$ cat src/rtl/oidbe_pkg.sv
`default_nettype none
// ============================================================================
// oidbe_pkg
// Shared types and constants of the OID decimal to BER encoder.
// ============================================================================
package oidbe_pkg;

    // default arc width in bits
    localparam int ARC_WIDTH_DEFAULT = 64;

    // entries in the queue between the front and the back
    localparam int QUEUE_DEPTH = 2;

    // input digit width and clamp value
    localparam int              DIGIT_W   = 4;
    localparam logic [DIGIT_W-1:0] MAX_DIGIT = 4'd9;

    // absolute mode: first arc limit and weight of the first arc
    localparam int       FIRST_ARC_MAX  = 2;
    localparam logic [6:0] FIRST_ARC_MULT = 7'd40;

    // base-128 group width
    localparam int GROUP_W = 7;

    // error codes reported on the last result of an identifier
    typedef enum logic [1:0] {
        ERR_NONE      = 2'd0,
        ERR_FIRST_ARC = 2'd1,
        ERR_FEW_ARCS  = 2'd2,
        ERR_OVERFLOW  = 2'd3
    } err_code_t;

    // front sequencer states
    typedef enum logic {
        FRONT_ACCEPT,
        FRONT_FINISH
    } front_state_t;

    // control part of one queued job
    typedef struct packed {
        logic      last;
        err_code_t err;
    } job_ctrl_t;

endpackage : oidbe_pkg
`default_nettype wire

$ cat src/rtl/oidbe_ifs.sv
`default_nettype none
// ============================================================================
// oidbe_ifs
// Channel interfaces: digit input, encoded byte output, configuration write.
// ============================================================================
interface oidbe_digit_if;
    logic       valid;
    logic       ready;
    logic [3:0] digit;
    logic       arc_end;
    logic       oid_end;

    modport source (output valid, output digit, output arc_end, output oid_end,
                    input ready);
    modport sink   (input valid, input digit, input arc_end, input oid_end,
                    output ready);
endinterface : oidbe_digit_if

interface oidbe_byte_if;
    logic       valid;
    logic       ready;
    logic [7:0] out_byte;
    logic       last_byte;
    logic [1:0] error_code;

    modport source (output valid, output out_byte, output last_byte,
                    output error_code, input ready);
    modport sink   (input valid, input out_byte, input last_byte,
                    input error_code, output ready);
endinterface : oidbe_byte_if

interface oidbe_cfg_if;
    logic valid;
    logic ready;
    logic relative_mode;

    modport source (output valid, output relative_mode, input ready);
    modport sink   (input valid, input relative_mode, output ready);
endinterface : oidbe_cfg_if
`default_nettype wire

$ cat src/rtl/oidbe_fifo.sv
`default_nettype none
// ============================================================================
// oidbe_fifo
// Small register FIFO decoupling the front and the back.
// ============================================================================
module oidbe_fifo
    import oidbe_pkg::*;
#(
    parameter int WIDTH = 8,
    parameter int DEPTH = QUEUE_DEPTH
)
(
    input  wire logic             clk,
    input  wire logic             rst_n,
    input  wire logic             push_valid,
    output logic                  push_ready,
    input  wire logic [WIDTH-1:0] push_data,
    output logic                  pop_valid,
    input  wire logic             pop_ready,
    output logic [WIDTH-1:0]      pop_data
);

    localparam int AW = (DEPTH > 1) ? $clog2(DEPTH) : 1;
    localparam int CW = $clog2(DEPTH + 1);

    logic [WIDTH-1:0] mem_reg [DEPTH];
    logic [AW-1:0]    wr_ptr_reg, wr_ptr_next;
    logic [AW-1:0]    rd_ptr_reg, rd_ptr_next;
    logic [CW-1:0]    count_reg, count_next;
    logic             do_push, do_pop;

    assign push_ready = (count_reg != CW'(DEPTH));
    assign pop_valid  = (count_reg != '0);
    assign pop_data   = mem_reg[rd_ptr_reg];
    assign do_push    = push_valid && push_ready;
    assign do_pop     = pop_valid && pop_ready;

    always_comb
    begin
        wr_ptr_next = wr_ptr_reg;
        rd_ptr_next = rd_ptr_reg;
        count_next  = count_reg;
        if (do_push)
        begin
            wr_ptr_next = (wr_ptr_reg == AW'(DEPTH - 1)) ? '0 : wr_ptr_reg + 1'b1;
        end
        if (do_pop)
        begin
            rd_ptr_next = (rd_ptr_reg == AW'(DEPTH - 1)) ? '0 : rd_ptr_reg + 1'b1;
        end
        if (do_push && !do_pop)
        begin
            count_next = count_reg + 1'b1;
        end
        else if (do_pop && !do_push)
        begin
            count_next = count_reg - 1'b1;
        end
    end

    always_ff @(posedge clk or negedge rst_n)
    begin
        if (!rst_n)
        begin
            wr_ptr_reg <= '0;
            rd_ptr_reg <= '0;
            count_reg  <= '0;
        end
        else
        begin
            wr_ptr_reg <= wr_ptr_next;
            rd_ptr_reg <= rd_ptr_next;
            count_reg  <= count_next;
        end
    end

    always_ff @(posedge clk)
    begin
        if (do_push)
        begin
            mem_reg[wr_ptr_reg] <= push_data;
        end
    end

endmodule : oidbe_fifo
`default_nettype wire

$ cat src/rtl/oidbe_front.sv
`default_nettype none
// ============================================================================
// oidbe_front
// Digit accumulator and arc classifier; queues one job per emitted arc, plus an error job ending a failed identifier.
// ============================================================================
module oidbe_front
    import oidbe_pkg::*;
#(
    parameter int ARC_WIDTH = ARC_WIDTH_DEFAULT
)
(
    input  wire logic           clk,
    input  wire logic           rst_n,
    oidbe_digit_if.sink         digits,
    input  wire logic           relative_mode,
    output logic                push_valid,
    output logic [ARC_WIDTH-1:0] push_value,
    output job_ctrl_t           push_ctrl,
    input  wire logic           push_ready
);

    localparam int SW = ARC_WIDTH + DIGIT_W;

    front_state_t         state_reg, state_next;
    logic [ARC_WIDTH-1:0] arc_value_reg, arc_value_next;
    logic [1:0]           arc_count_reg, arc_count_next;
    logic [1:0]           first_arc_reg, first_arc_next;
    logic [1:0]           first_digits_reg, first_digits_next;
    err_code_t            pend_reg, pend_next;
    logic                 oid_end_reg, oid_end_next;

    logic                 accept;
    logic [DIGIT_W-1:0]   digit_sat;
    logic [SW-1:0]        scaled;
    logic                 scaled_ovf;
    logic [ARC_WIDTH:0]   combined;
    logic [6:0]           first_add;

    err_code_t            fin_err;
    logic                 fin_emit;
    logic [ARC_WIDTH-1:0] fin_value;
    logic [1:0]           fin_first;
    logic                 need_push;
    logic                 finish_go;

    assign accept    = digits.valid && digits.ready;
    assign digit_sat = (digits.digit > MAX_DIGIT) ? MAX_DIGIT : digits.digit;

    // value*10 + digit, with carry bits to catch overflow
    assign scaled = (SW'(arc_value_reg) << 3) + (SW'(arc_value_reg) << 1)
                  + SW'(digit_sat);
    assign scaled_ovf = |scaled[SW-1:ARC_WIDTH];

    assign first_add = 7'(first_arc_reg) * FIRST_ARC_MULT;
    assign combined  = (ARC_WIDTH + 1)'(arc_value_reg) + (ARC_WIDTH + 1)'(first_add);

    // arc end classification from the registered arc
    always_comb
    begin
        fin_err   = pend_reg;
        fin_emit  = 1'b0;
        fin_value = arc_value_reg;
        fin_first = first_arc_reg;
        if (pend_reg == ERR_NONE)
        begin
            if (relative_mode || arc_count_reg >= 2'd2)
            begin
                fin_emit = 1'b1;
            end
            else if (arc_count_reg == 2'd0)
            begin
                if (oid_end_reg)
                begin
                    fin_err = ERR_FEW_ARCS;
                end
                else if (first_digits_reg != 2'd1 ||
                         arc_value_reg > ARC_WIDTH'(FIRST_ARC_MAX))
                begin
                    fin_err = ERR_FIRST_ARC;
                end
                else
                begin
                    fin_first = arc_value_reg[1:0];
                end
            end
            else
            begin
                if (combined[ARC_WIDTH])
                begin
                    fin_err = ERR_OVERFLOW;
                end
                else
                begin
                    fin_emit  = 1'b1;
                    fin_value = combined[ARC_WIDTH-1:0];
                end
            end
        end
    end

    assign need_push      = fin_emit || oid_end_reg;
    assign push_value     = fin_value;
    assign push_ctrl.last = oid_end_reg;
    assign push_ctrl.err  = fin_err;

    // sequencer outputs
    always_comb
    begin
        case (state_reg)
            FRONT_ACCEPT:
            begin
                digits.ready = 1'b1;
                push_valid   = 1'b0;
                finish_go    = 1'b0;
            end
            FRONT_FINISH:
            begin
                digits.ready = 1'b0;
                push_valid   = need_push;
                finish_go    = !need_push || push_ready;
            end
            default:
            begin
                digits.ready = 1'b0;
                push_valid   = 1'b0;
                finish_go    = 1'b0;
            end
        endcase
    end

    // sequencer next state
    always_comb
    begin
        state_next = state_reg;
        case (state_reg)
            FRONT_ACCEPT:
            begin
                if (accept && (digits.arc_end || digits.oid_end))
                begin
                    state_next = FRONT_FINISH;
                end
            end
            FRONT_FINISH:
            begin
                if (finish_go)
                begin
                    state_next = FRONT_ACCEPT;
                end
            end
            default:
            begin
                state_next = FRONT_ACCEPT;
            end
        endcase
    end

    // arc state
    always_comb
    begin
        arc_value_next    = arc_value_reg;
        arc_count_next    = arc_count_reg;
        first_arc_next    = first_arc_reg;
        first_digits_next = first_digits_reg;
        pend_next         = pend_reg;
        oid_end_next      = oid_end_reg;
        if (accept)
        begin
            if (pend_reg == ERR_NONE)
            begin
                if (scaled_ovf)
                begin
                    pend_next = ERR_OVERFLOW;
                end
                else
                begin
                    arc_value_next = scaled[ARC_WIDTH-1:0];
                end
            end
            if (!relative_mode && arc_count_reg == 2'd0 && first_digits_reg != 2'd3)
            begin
                first_digits_next = first_digits_reg + 2'd1;
            end
            oid_end_next = digits.oid_end;
        end
        if (finish_go)
        begin
            arc_value_next = '0;
            if (oid_end_reg)
            begin
                arc_count_next    = 2'd0;
                first_arc_next    = 2'd0;
                first_digits_next = 2'd0;
                pend_next         = ERR_NONE;
            end
            else
            begin
                arc_count_next = (arc_count_reg == 2'd2) ? 2'd2 : arc_count_reg + 2'd1;
                first_arc_next = fin_first;
                pend_next      = fin_err;
            end
        end
    end

    always_ff @(posedge clk or negedge rst_n)
    begin
        if (!rst_n)
        begin
            state_reg        <= FRONT_ACCEPT;
            arc_value_reg    <= '0;
            arc_count_reg    <= 2'd0;
            first_arc_reg    <= 2'd0;
            first_digits_reg <= 2'd0;
            pend_reg         <= ERR_NONE;
            oid_end_reg      <= 1'b0;
        end
        else
        begin
            state_reg        <= state_next;
            arc_value_reg    <= arc_value_next;
            arc_count_reg    <= arc_count_next;
            first_arc_reg    <= first_arc_next;
            first_digits_reg <= first_digits_next;
            pend_reg         <= pend_next;
            oid_end_reg      <= oid_end_next;
        end
    end

endmodule : oidbe_front
`default_nettype wire

$ cat src/rtl/oidbe_back.sv
`default_nettype none
// ============================================================================
// oidbe_back
// Byte serializer: turns a queued arc value into base-128 beats.
// ============================================================================
module oidbe_back
    import oidbe_pkg::*;
#(
    parameter int ARC_WIDTH = ARC_WIDTH_DEFAULT
)
(
    input  wire logic                 clk,
    input  wire logic                 rst_n,
    input  wire logic                 job_valid,
    output logic                      job_pop,
    input  wire logic [ARC_WIDTH-1:0] job_value,
    input  wire job_ctrl_t            job_ctrl,
    oidbe_byte_if.source              encoded
);

    localparam int GROUPS = (ARC_WIDTH + GROUP_W - 1) / GROUP_W;
    localparam int PW     = GROUPS * GROUP_W;
    localparam int KW     = (GROUPS > 1) ? $clog2(GROUPS) : 1;

    logic                 busy_reg, busy_next;
    logic [ARC_WIDTH-1:0] value_reg, value_next;
    job_ctrl_t            ctrl_reg, ctrl_next;
    logic [KW-1:0]        k_reg, k_next;

    logic                 out_valid_reg, out_valid_next;
    logic [7:0]           out_byte_reg, out_byte_next;
    logic                 out_last_reg, out_last_next;
    err_code_t            out_err_reg, out_err_next;

    logic [PW-1:0]        head_padded;
    logic [PW-1:0]        cur_padded;
    logic [KW-1:0]        head_top;
    logic                 produce;

    assign head_padded = PW'(job_value);
    assign cur_padded  = PW'(value_reg);

    // index of the most significant nonzero group
    always_comb
    begin
        head_top = '0;
        for (int i = 1; i < GROUPS; i++)
        begin
            if (head_padded[i*GROUP_W +: GROUP_W] != '0)
            begin
                head_top = KW'(i);
            end
        end
    end

    assign job_pop = !busy_reg && job_valid;
    assign produce = busy_reg && (!out_valid_reg || encoded.ready);

    always_comb
    begin
        busy_next      = busy_reg;
        value_next     = value_reg;
        ctrl_next      = ctrl_reg;
        k_next         = k_reg;
        out_byte_next  = out_byte_reg;
        out_last_next  = out_last_reg;
        out_err_next   = out_err_reg;
        out_valid_next = out_valid_reg && !encoded.ready;
        if (job_pop)
        begin
            busy_next  = 1'b1;
            value_next = job_value;
            ctrl_next  = job_ctrl;
            k_next     = (job_ctrl.err != ERR_NONE) ? '0 : head_top;
        end
        if (produce)
        begin
            out_valid_next = 1'b1;
            if (ctrl_reg.err != ERR_NONE)
            begin
                // error closes the identifier with a single zero beat
                out_byte_next = 8'h00;
                out_last_next = 1'b1;
                out_err_next  = ctrl_reg.err;
            end
            else
            begin
                out_byte_next = {(k_reg != '0), cur_padded[k_reg*GROUP_W +: GROUP_W]};
                out_last_next = ctrl_reg.last && (k_reg == '0);
                out_err_next  = ERR_NONE;
            end
            if (k_reg == '0 || ctrl_reg.err != ERR_NONE)
            begin
                busy_next = 1'b0;
            end
            else
            begin
                k_next = k_reg - 1'b1;
            end
        end
    end

    always_ff @(posedge clk or negedge rst_n)
    begin
        if (!rst_n)
        begin
            busy_reg      <= 1'b0;
            out_valid_reg <= 1'b0;
        end
        else
        begin
            busy_reg      <= busy_next;
            out_valid_reg <= out_valid_next;
        end
    end

    always_ff @(posedge clk)
    begin
        value_reg    <= value_next;
        ctrl_reg     <= ctrl_next;
        k_reg        <= k_next;
        out_byte_reg <= out_byte_next;
        out_last_reg <= out_last_next;
        out_err_reg  <= out_err_next;
    end

    assign encoded.valid      = out_valid_reg;
    assign encoded.out_byte   = out_byte_reg;
    assign encoded.last_byte  = out_last_reg;
    assign encoded.error_code = out_err_reg;

endmodule : oidbe_back
`default_nettype wire

$ cat src/rtl/oid_decimal_to_ber_encoder_unit.sv
`default_nettype none
// ============================================================================
// oid_decimal_to_ber_encoder_unit
// Decimal-digit OID in, BER object identifier content bytes out.
// ============================================================================
// Feed an object identifier as decimal digits on the digits channel, most
// significant first, one digit per beat, with arc_end on the last digit of
// each arc and oid_end on the last digit of the identifier (oid_end also ends
// the arc; digits above nine count as nine). Each arc comes out on the
// encoded channel as minimal big-endian base-128 bytes, bit 7 set on all but
// the arc's final byte; last_byte marks the final beat of the identifier. In
// absolute mode (relative_mode = 0) the first arc must be one digit 0..2 and
// is folded into the second as first*40+second; relative mode encodes every
// arc alone. On an error (bad first arc, fewer than two arcs, or an arc that
// does not fit ARC_WIDTH bits) no further bytes go out for that identifier
// and its end produces one beat with out_byte 0, last_byte 1 and the code of
// the first error found; bytes sent before the error was seen stay sent.
// Timing: the front takes one digit per cycle but stops at each arc end to
// classify the arc and queue it, waiting while the queue is full. The back
// loads a queued arc and then emits its ceil(bits/7) bytes, up to
// ceil(ARC_WIDTH/7) (ten at 64 bits), holding while a beat waits to be taken;
// it loads the next arc only after the current arc's last byte. A two-entry
// queue lets the front keep taking digits while the back serializes. The
// encoded output is registered and the front keeps accepting while a beat waits.
// The relative_mode register is written through the cfg channel, which is
// always ready; write it only while no identifier is in flight.
// ============================================================================
module oid_decimal_to_ber_encoder_unit
    import oidbe_pkg::*;
#(
    parameter int ARC_WIDTH = ARC_WIDTH_DEFAULT
)
(
    input  wire logic    clk,
    input  wire logic    rst_n,
    oidbe_cfg_if.sink    cfg,
    oidbe_digit_if.sink  digits,
    oidbe_byte_if.source encoded
);

    localparam int JOB_W = ARC_WIDTH + $bits(job_ctrl_t);

    // mode register
    logic relative_mode_reg, relative_mode_next;

    // front to queue
    logic                 push_valid;
    logic                 push_ready;
    logic [ARC_WIDTH-1:0] push_value;
    job_ctrl_t            push_ctrl;

    // queue to back
    logic                 job_valid;
    logic                 job_pop;
    logic [JOB_W-1:0]     job_data;
    logic [ARC_WIDTH-1:0] job_value;
    job_ctrl_t            job_ctrl;

    assign cfg.ready = 1'b1;

    always_comb
    begin
        relative_mode_next = relative_mode_reg;
        if (cfg.valid && cfg.ready)
        begin
            relative_mode_next = cfg.relative_mode;
        end
    end

    always_ff @(posedge clk or negedge rst_n)
    begin
        if (!rst_n)
        begin
            relative_mode_reg <= 1'b0;
        end
        else
        begin
            relative_mode_reg <= relative_mode_next;
        end
    end

    // digit accumulation and arc classification
    oidbe_front #(
        .ARC_WIDTH (ARC_WIDTH)
    ) u_front (
        .clk           (clk),
        .rst_n         (rst_n),
        .digits        (digits),
        .relative_mode (relative_mode_reg),
        .push_valid    (push_valid),
        .push_value    (push_value),
        .push_ctrl     (push_ctrl),
        .push_ready    (push_ready)
    );

    // job queue: {ctrl, value}
    oidbe_fifo #(
        .WIDTH (JOB_W),
        .DEPTH (QUEUE_DEPTH)
    ) u_queue (
        .clk        (clk),
        .rst_n      (rst_n),
        .push_valid (push_valid),
        .push_ready (push_ready),
        .push_data  ({push_ctrl, push_value}),
        .pop_valid  (job_valid),
        .pop_ready  (job_pop),
        .pop_data   (job_data)
    );

    assign job_value = job_data[ARC_WIDTH-1:0];
    assign job_ctrl  = job_ctrl_t'(job_data[JOB_W-1:ARC_WIDTH]);

    // base-128 serializer
    oidbe_back #(
        .ARC_WIDTH (ARC_WIDTH)
    ) u_back (
        .clk       (clk),
        .rst_n     (rst_n),
        .job_valid (job_valid),
        .job_pop   (job_pop),
        .job_value (job_value),
        .job_ctrl  (job_ctrl),
        .encoded   (encoded)
    );

endmodule : oid_decimal_to_ber_encoder_unit
`default_nettype wire
$ cat src/flat_wrapper.sv
// flat-port wrapper written by rule: the top's interface ports become plain ports
module oid_decimal_to_ber_encoder_unit_flat import oidbe_pkg::*;
#(
    parameter int ARC_WIDTH = ARC_WIDTH_DEFAULT
)
  (clk, rst_n, cfg_valid, cfg_relative_mode, cfg_ready, digits_valid, digits_digit, digits_arc_end, digits_oid_end, digits_ready, encoded_valid, encoded_out_byte, encoded_last_byte, encoded_error_code, encoded_ready);
  oidbe_cfg_if cfg_i ();
  oidbe_digit_if digits_i ();
  oidbe_byte_if encoded_i ();
  input  wire logic clk;
  input  wire logic rst_n;
  input wire logic [$bits(cfg_i.valid)-1:0] cfg_valid;
  input wire logic [$bits(cfg_i.relative_mode)-1:0] cfg_relative_mode;
  output wire logic [$bits(cfg_i.ready)-1:0] cfg_ready;
  input wire logic [$bits(digits_i.valid)-1:0] digits_valid;
  input wire logic [$bits(digits_i.digit)-1:0] digits_digit;
  input wire logic [$bits(digits_i.arc_end)-1:0] digits_arc_end;
  input wire logic [$bits(digits_i.oid_end)-1:0] digits_oid_end;
  output wire logic [$bits(digits_i.ready)-1:0] digits_ready;
  output wire logic [$bits(encoded_i.valid)-1:0] encoded_valid;
  output wire logic [$bits(encoded_i.out_byte)-1:0] encoded_out_byte;
  output wire logic [$bits(encoded_i.last_byte)-1:0] encoded_last_byte;
  output wire logic [$bits(encoded_i.error_code)-1:0] encoded_error_code;
  input wire logic [$bits(encoded_i.ready)-1:0] encoded_ready;
  assign cfg_i.valid = cfg_valid;
  assign cfg_i.relative_mode = cfg_relative_mode;
  assign cfg_ready = cfg_i.ready;
  assign digits_i.valid = digits_valid;
  assign digits_i.digit = digits_digit;
  assign digits_i.arc_end = digits_arc_end;
  assign digits_i.oid_end = digits_oid_end;
  assign digits_ready = digits_i.ready;
  assign encoded_valid = encoded_i.valid;
  assign encoded_out_byte = encoded_i.out_byte;
  assign encoded_last_byte = encoded_i.last_byte;
  assign encoded_error_code = encoded_i.error_code;
  assign encoded_i.ready = encoded_ready;
  oid_decimal_to_ber_encoder_unit #(.ARC_WIDTH(ARC_WIDTH)) u_core (.clk(clk), .rst_n(rst_n), .cfg(cfg_i), .digits(digits_i), .encoded(encoded_i));
endmodule
$ cat config.mk
export PLATFORM = sky130hd
export DESIGN_NAME = oid_decimal_to_ber_encoder_unit_flat
export DESIGN_NICKNAME = d
export VERILOG_FILES = /design/src/rtl/oidbe_pkg.sv /design/src/rtl/oidbe_ifs.sv /design/src/rtl/oidbe_fifo.sv /design/src/rtl/oidbe_front.sv /design/src/rtl/oidbe_back.sv /design/src/rtl/oid_decimal_to_ber_encoder_unit.sv /design/src/flat_wrapper.sv
export SDC_FILE = /design/constraint.sdc
export NUM_CORES = 1
export LEC_CHECK = 0
export BUFFER_PORTS_ARGS = -buffer_cell sky130_fd_sc_hd__buf_2
export CORE_MARGIN = 5
export CORE_UTILIZATION = 24
export CTS_CLUSTER_DIAMETER = 100
export DETAILED_ROUTE_END_ITERATION = 10
export PLACE_DENSITY = 0.39
export RECOVER_POWER = 50
export SYNTH_ARGS = -nofsm -noshare
export SYNTH_HDL_FRONTEND = slang
export SYNTH_HIERARCHICAL = 1
export SYNTH_SLANG_ARGS = --single-unit
$ cat constraint.sdc
create_clock -name clk -period 10.37 [get_ports clk]
set_input_delay 3.111 -clock clk [delete_from_list [all_inputs] [get_ports clk]]
set_output_delay 3.111 -clock clk [all_outputs]
set_load 0.01 [all_outputs]
* Word-level counts from Yosys, hierarchy flattened
Memories as Yosys holds them, arrays and structs flattened.
Cells that the tools add are included.
W data, S select, Z words.
** Storage, ports and cells
- Register bits :: 163
- Memory bits (writable) :: 134
- Output and inout bits :: 14
- Word-level logic and storage cells :: 160
- Memories :: 1
** Memory list
- u_core.u_queue.mem_reg :: depth 2, width 67, read ports 1, clocked after Yosys merged registers in 0, write ports 1, line oidbe_fifo.sv:26 : logic [WIDTH-1:0] mem_reg [DEPTH];
** Cells by class
- $add $sub $neg :: 10
- Multipliers :: 2
- $lt $le $gt $ge :: 3
- Eq/ne operators :: 7
- Shift-type cells :: 1
- Muxes and demuxes :: 64
- Bitwise operators :: 1
- Reductions and logical operators :: 51
** Operators with widths (number)
- $mux W64 :: 8
- $shiftx A70 B8 Y7 :: 1
- $add A67 B65 Y68 :: 1
- $add A68 B4 Y68 :: 1
- $add A64 B7 Y65 :: 1
- $gt A64 B2 Y1 const B :: 1
- $reduce_bool A7 Y1 :: 8
- $mux W4 :: 13
- $mux W2 :: 24
- $reduce_bool A2 Y1 :: 9
- $mux W1 :: 15
- $logic_and A1 B1 Y1 :: 12
- $ne A2 B2 Y1 const B :: 4
- $pmux W1 S2 :: 4
- $logic_not A1 Y1 :: 7
- $logic_or A1 B1 Y1 :: 7
- $mul A4 B3 Y7 const B :: 1
- $add A2 B1 Y2 const B :: 3
- $reduce_and A3 Y1 :: 2
- $reduce_and A5 Y1 :: 1
- $gt A4 B4 Y1 const B :: 1
- $logic_not A2 Y1 :: 2
- $logic_not A4 Y1 :: 1
- $mul A2 B3 Y4 const B :: 1
- 9 further kinds :: 11

* Longest topological paths before layout
An unclocked memory read counts as a cell.
- Depth in word-level cells :: 15
- Mapped depth :: 16

* Modules after synthesis
The synthesis kept the hierarchy.
** By module, submodules not included
- oidbe_front :: instances 1, cells each 1146, area each 9376.5 um^2, sequential area each 1851.8 um^2
- oidbe_fifo :: instances 1, cells each 227, area each 5119.9 um^2, sequential area each 4124.0 um^2
- oidbe_back :: instances 1, cells each 198, area each 3415.8 um^2, sequential area each 2472.4 um^2
- oid_decimal_to_ber_encoder_unit :: instances 1, cells each 4, area each 51.3 um^2, sequential area each 25.0 um^2

* Worst setup path before layout
No wires, ideal clock.
- Path kind :: input -> register
- Start :: input port digits_digit[3]
- End :: register u_core.u_front.arc_value_reg[2]
- Setup time :: 128 ps
- Data arrival time :: 6421 ps
- Setup slack :: 3822 ps
- Stages :: 15
- Buffers on the path :: 1
- Cell sequence :: inv_1 fa_1 inv_1 fa_1 a211oi_2 o2111ai_2 a221oi_4 o31ai_4 nand4_2 a21oi_1 or3_4 a21boi_4 nand3_4 buf_8 mux2_1
** On the way
- Longest elaborated chain between the ends :: 7
- Elaborated cells between the ends (all ways) :: 10
- Classes of those cells :: add/sub: 1; order compare: 1; eq/ne: 1; mux: 5; reduce/logical: 2
** RTL lines
- start, declared :: line flat_wrapper.sv:16 : input wire logic [$bits(digits_i.digit)-1:0] digits_digit;
- $gt A4 B4 Y1 :: line oidbe_front.sv:47 : assign digit_sat = (digits.digit > MAX_DIGIT) ? MAX_DIGIT : digits.digit;
- $mux W4 * :: line oidbe_front.sv:47
- $add A68 B4 Y68 * :: line oidbe_front.sv:51 : + SW'(digit_sat);
- $mux W64 :: line oidbe_front.sv:170 : if (scaled_ovf)
- $mux W64 :: line oidbe_front.sv:168 : if (pend_reg == ERR_NONE)
- $mux W64 :: line oidbe_front.sv:166 : if (accept)
- $mux W64 :: line oidbe_front.sv:185 : if (finish_go)
- end signal, assigned :: line oidbe_front.sv:219 : arc_value_reg <= arc_value_next;
- end, declared :: line oidbe_front.sv:25 : logic [ARC_WIDTH-1:0] arc_value_reg, arc_value_next;
Every way passes the cells marked *; elsewhere a longest branch is shown, timed or not. The select of a mux whose other input is x is not followed.
A chain may end at the register's enable or synchronous reset.

* Final worst setup path
- Start :: input port digits_digit[3]
- End :: register u_core.u_front.arc_value_reg[23]
Same word-level chain as after synthesis.

==> summary.md <==
| Metric | Value |
|---|---|
| Sw frac | 0.402 |
| Reg2Reg Setup Slack | 4.66 ns |
| Antenna-violating nets left | 0 |
| Share of the yosys chip area belonging to registers | 0.472 |
| Share of post-route cells with drive strength above 1 | 0.0849 |
| Top cells by count, synth | edfxtp_1 (212), nand2_1 (190), ha_1 (139) |
| Slowest CP cell | nand3_4 |
| WHS Endpoint | u_core/u_back/encoded.error_code[0]$_SDFFCE_PN0P_ |
| Reg clk slew, reported paths | 0.06 ns |
| Switching pwr | 0.00227 W |
| Reg2Reg Capture Point | u_core/u_back/k_reg[2]$_DFF_P_ |
| First-pass GRT wire length | 78.4 mm |
| WL/cell | 19.4 um |
| Cells on Worst Hold Path | 0 |
| TritonCTS clock tree | done |
| Largest net degree at the start of global routing | 68 |
| Clk_lat worst skew | 0.52 ns |
| Yosys cell types | 88 |
| Endpoints failing hold | 0 |
| Die W | 284 um |
| Top-count cell post-synth | edfxtp_1 |
| Bufs on Longest Clock Path | 3 |
| PD cells | 282 nW/um^2 |
| Remaining DRCs | 0 |
| Final setup violation count | 0 |
| Synth Cell Area | 18000 um^2 |
| # rows | 100 |
| Leakage | 7.81 nW |
| Synthesized Nets | 1729 |
| Syn Area/Cell | 11.4 um^2 |
| Comb pwr share | 0.396 |
| CTS root buffer | clkbuf_16 |
| Cells along the critical path | buf_2, inv_1, fa_1, inv_1, fa_1, a211oi_2, o2111ai_2, a221oi_4, nor4_2, o31ai_2, or3_1, a31oi_2, nor2_2, nand3_4, buf_4, mux2i_1 |
| Port Buf Inserts | 24 |
| Delay-heaviest family, CP | compound AO/OA/AOI/OAI gates |
| Fin util | 0.270 |
| Critical Path RT | 10.75 ns |
| Period utilisation layout | 0.712 |
| Clock share of power | 0.217 |
| Top cells by area, synth | edfxtp_1 (35%), dfrtp_1 (11%), ha_1 (9.7%), nand2_1 (4.0%), mux2i_1 (3.7%) |
| Total die area | 80400 um^2 |
| Slowest stage delay, CP | 0.61 ns |
| TritonCTS Buffers | 36 |
| Die Ht | 284 um |
| Max-Cap Viols | 3 |
| Hold Path Origin | u_core/u_back/ctrl_reg[0]$_DFFE_PP_ |
| RSZ-0062 raised after global routing | false |
| Internal power | 0.00338 W |
| Clock Sinks | 297 |
| P&R area growth vs syn | 11.6% |
| Clk_skew | 0.0160 ns |
| Arrival @ worst endpoint | 7.76 ns |
| Hold Path Class | flip-flop to flip-flop |
| EDFF count, synth | 212 |
| Worst path bufs/invs | 4 |
| Hold WS | 0.477 ns |
| Max frequency | 136 MHz |
| Seq pwr share | 0.387 |
| Placed instance count | 2518 |
| Final wirelength | 50.0 mm |
| Cts hold-fix bufs | 0 |
| Worst setup EP type | flip-flop |
| Worst slew pin tran | 3.64 ns |
| WS Path Type | primary input to flip-flop |
| VDD IR max | 0.102 mV |
| Setup TNS | 0 ns |
| Drt pass-1 iters | 5 |
| Commonest register cell after synthesis | edfxtp_1 |
| Largest register FFs | 134 |
| Seq cells post-synth | 297 |
| Fin cells | 2583 |
| Slew Viols, Final | 175 |
| DP Wirelength | 37.7 mm |
| # Post-CTS Setup Buffers | 0 |
| Top cell type's share of synthesized area | 0.354 |
| Core box area | 74300 um^2 |
| Initial antenna violation count | 1 |
| H-tree Lvls | 2 |
| Area leader, netlist | edfxtp_1 |
| Tmin final | 7.38 ns |
| Status | complete, but fails checks |
| CP startpoint kind | primary input |
| Number of global-route vias before repair | 12751 |
| DR vias/cell | 4.77 |
| DRT iter0 DRCs | 664 |
| Nets | 1741 |
| Number of synthesis warnings | 6 |
| FFs w/ async S/R, synth | 0.273 |
| Max transition margin | -1.43 |
| Starting density of the core | 0.242 |
| Placer Congestion | 0.811 |
| Total global routing overflow | 0 |
| Ant diodes | 0 |
| Failing checks | max-capacitance violations, max-slew violations |
| Worst-path fanout max | 37 |
| R2R depth | 7 |
| GRT Util Overall | 0.122 |
| Reg2reg start | u_core/u_queue/rd_ptr_reg$_DFFE_PN0P_ |
| Mapped Cells | 1575 |
| CTS resizes | 0 |
| Vias | 12329 |
| # IOs | 26 |
[kinds of logic after synthesis]
| logic type | share of synthesized area |
|---|---|
| adder cells (fa/ha/maj) | 0.100 |
| multiplexers | 0.104 |
| other | 0.000209 |
| flip-flops | 0.472 |
| AND/OR/NAND/NOR | 0.133 |
| XOR/XNOR | 0.0600 |
| buffers and inverters | 0.0281 |
| AO/OA/AOI/OAI | 0.103 |
[stage by stage]
| stage | setup WS (ns) | power (W) | area [um^2] |
|---|---|---|---|
| CTS | 2.92 | 0.00580 | 20200 |
| finish | 2.99 | 0.00565 | 20000 |
| detailed placement | 2.36 | 0.00455 | 19000 |
| global placement | 2.44 | 0.00452 | 19000 |
| floorplan | 3.82 | 0.00379 | 18000 |
| global route | 2.28 | 0.00607 | 20000 |
[worst register-to-register path, stage by stage (launching register included)]
cell      delay [ns]
dfrtp_1         0.88
clkbuf_1        2.36
mux2_1          0.52
or4_2           0.67
nor4_1          0.61
nand2_1         0.15
o311ai_2        0.25
o311ai_1        0.13
[power groups by stage]
stage	sequential [W]	clock [W]	combinational, W
after floorplan	0.00202	0	0.00177
after global placement	0.00220	0	0.00232
after detailed placement	0.00221	0	0.00234
after CTS	0.00219	0.00127	0.00234
after global routing	0.00224	0.00132	0.00250
final	0.00219	0.00122	0.00224
[cell usage in the layout, fill, tap and decap left out, types with 6 or more instances in the layout]
master / netlist / final
a211oi_1: 9 / 9
a21o_1: 20 / 20
a21oi_1: 90 / 90
a31oi_1: 10 / 10
and2_1: 11 / 8
and3_1: 11 / 10
and4_1: 10 / 10
buf_2: 13 / 23
buf_4: 7 / 6
clkbuf_1: 29 / 14
clkbuf_16: 0 / 37
clkinv_1: 0 / 7
dfrtp_1: 81 / 81
edfxtp_1: 212 / 212
ha_1: 139 / 139
inv_1: 37 / 37
mux2_1: 2 / 61
mux2_2: 49 / 10
mux2i_1: 66 / 66
mux4_2: 14 / 14
nand2_1: 190 / 190
nand2b_1: 10 / 9
nand3_1: 26 / 26
nand4_1: 38 / 38
nor2_1: 80 / 79
nor2b_1: 7 / 7
nor3_1: 27 / 27
nor4_1: 30 / 32
o211ai_1: 13 / 13
o21a_1: 8 / 8
o21ai_0: 69 / 71
o21bai_1: 11 / 11
or3_1: 7 / 7
xnor2_1: 74 / 74
xor2_1: 49 / 49
[area by class of cell]
class                           count  area, um^2
Timing Repair Buffer               35         183
Tap cell                          969        1210
Clock buffer                       47         983
Multi-Input combinational cell   1180        8890
Sequential cell                   297        8470
Fill cell                        7829       54300
Clock inverter                     18         165
Inverter                           37         139
[layer usage]
| metal | wire length, um | up-vias | track usage |
|---|---|---|---|
| li1 | - | 5941 | - |
| met1 | 23600 | 6110 | 0.166 |
| met2 | 22800 | 191 | 0.197 |
| met3 | 1500 | 85 | 0.0167 |
| met4 | 2200 | 2 | 0.0510 |
| met5 | 8 | - | 0 |
[worst max-delay path by stage]
stage               depth (start not counted)            start                                      endpoint
global placement                           16  digits_digit[3]  u_core/u_front/arc_value_reg[26]$_DFFE_PN0P_
floorplan                                  15  digits_digit[3]   u_core/u_front/arc_value_reg[2]$_DFFE_PN0P_
CTS                                        16  digits_digit[3]  u_core/u_front/arc_value_reg[23]$_DFFE_PN0P_
finish                                     16  digits_digit[3]  u_core/u_front/arc_value_reg[23]$_DFFE_PN0P_
global route                                2            rst_n         u_core/u_queue/wr_ptr_reg$_DFFE_PN0P_
detailed placement                         16  digits_digit[3]  u_core/u_front/arc_value_reg[15]$_DFFE_PN0P_
(Power assumes the default switching activity.)
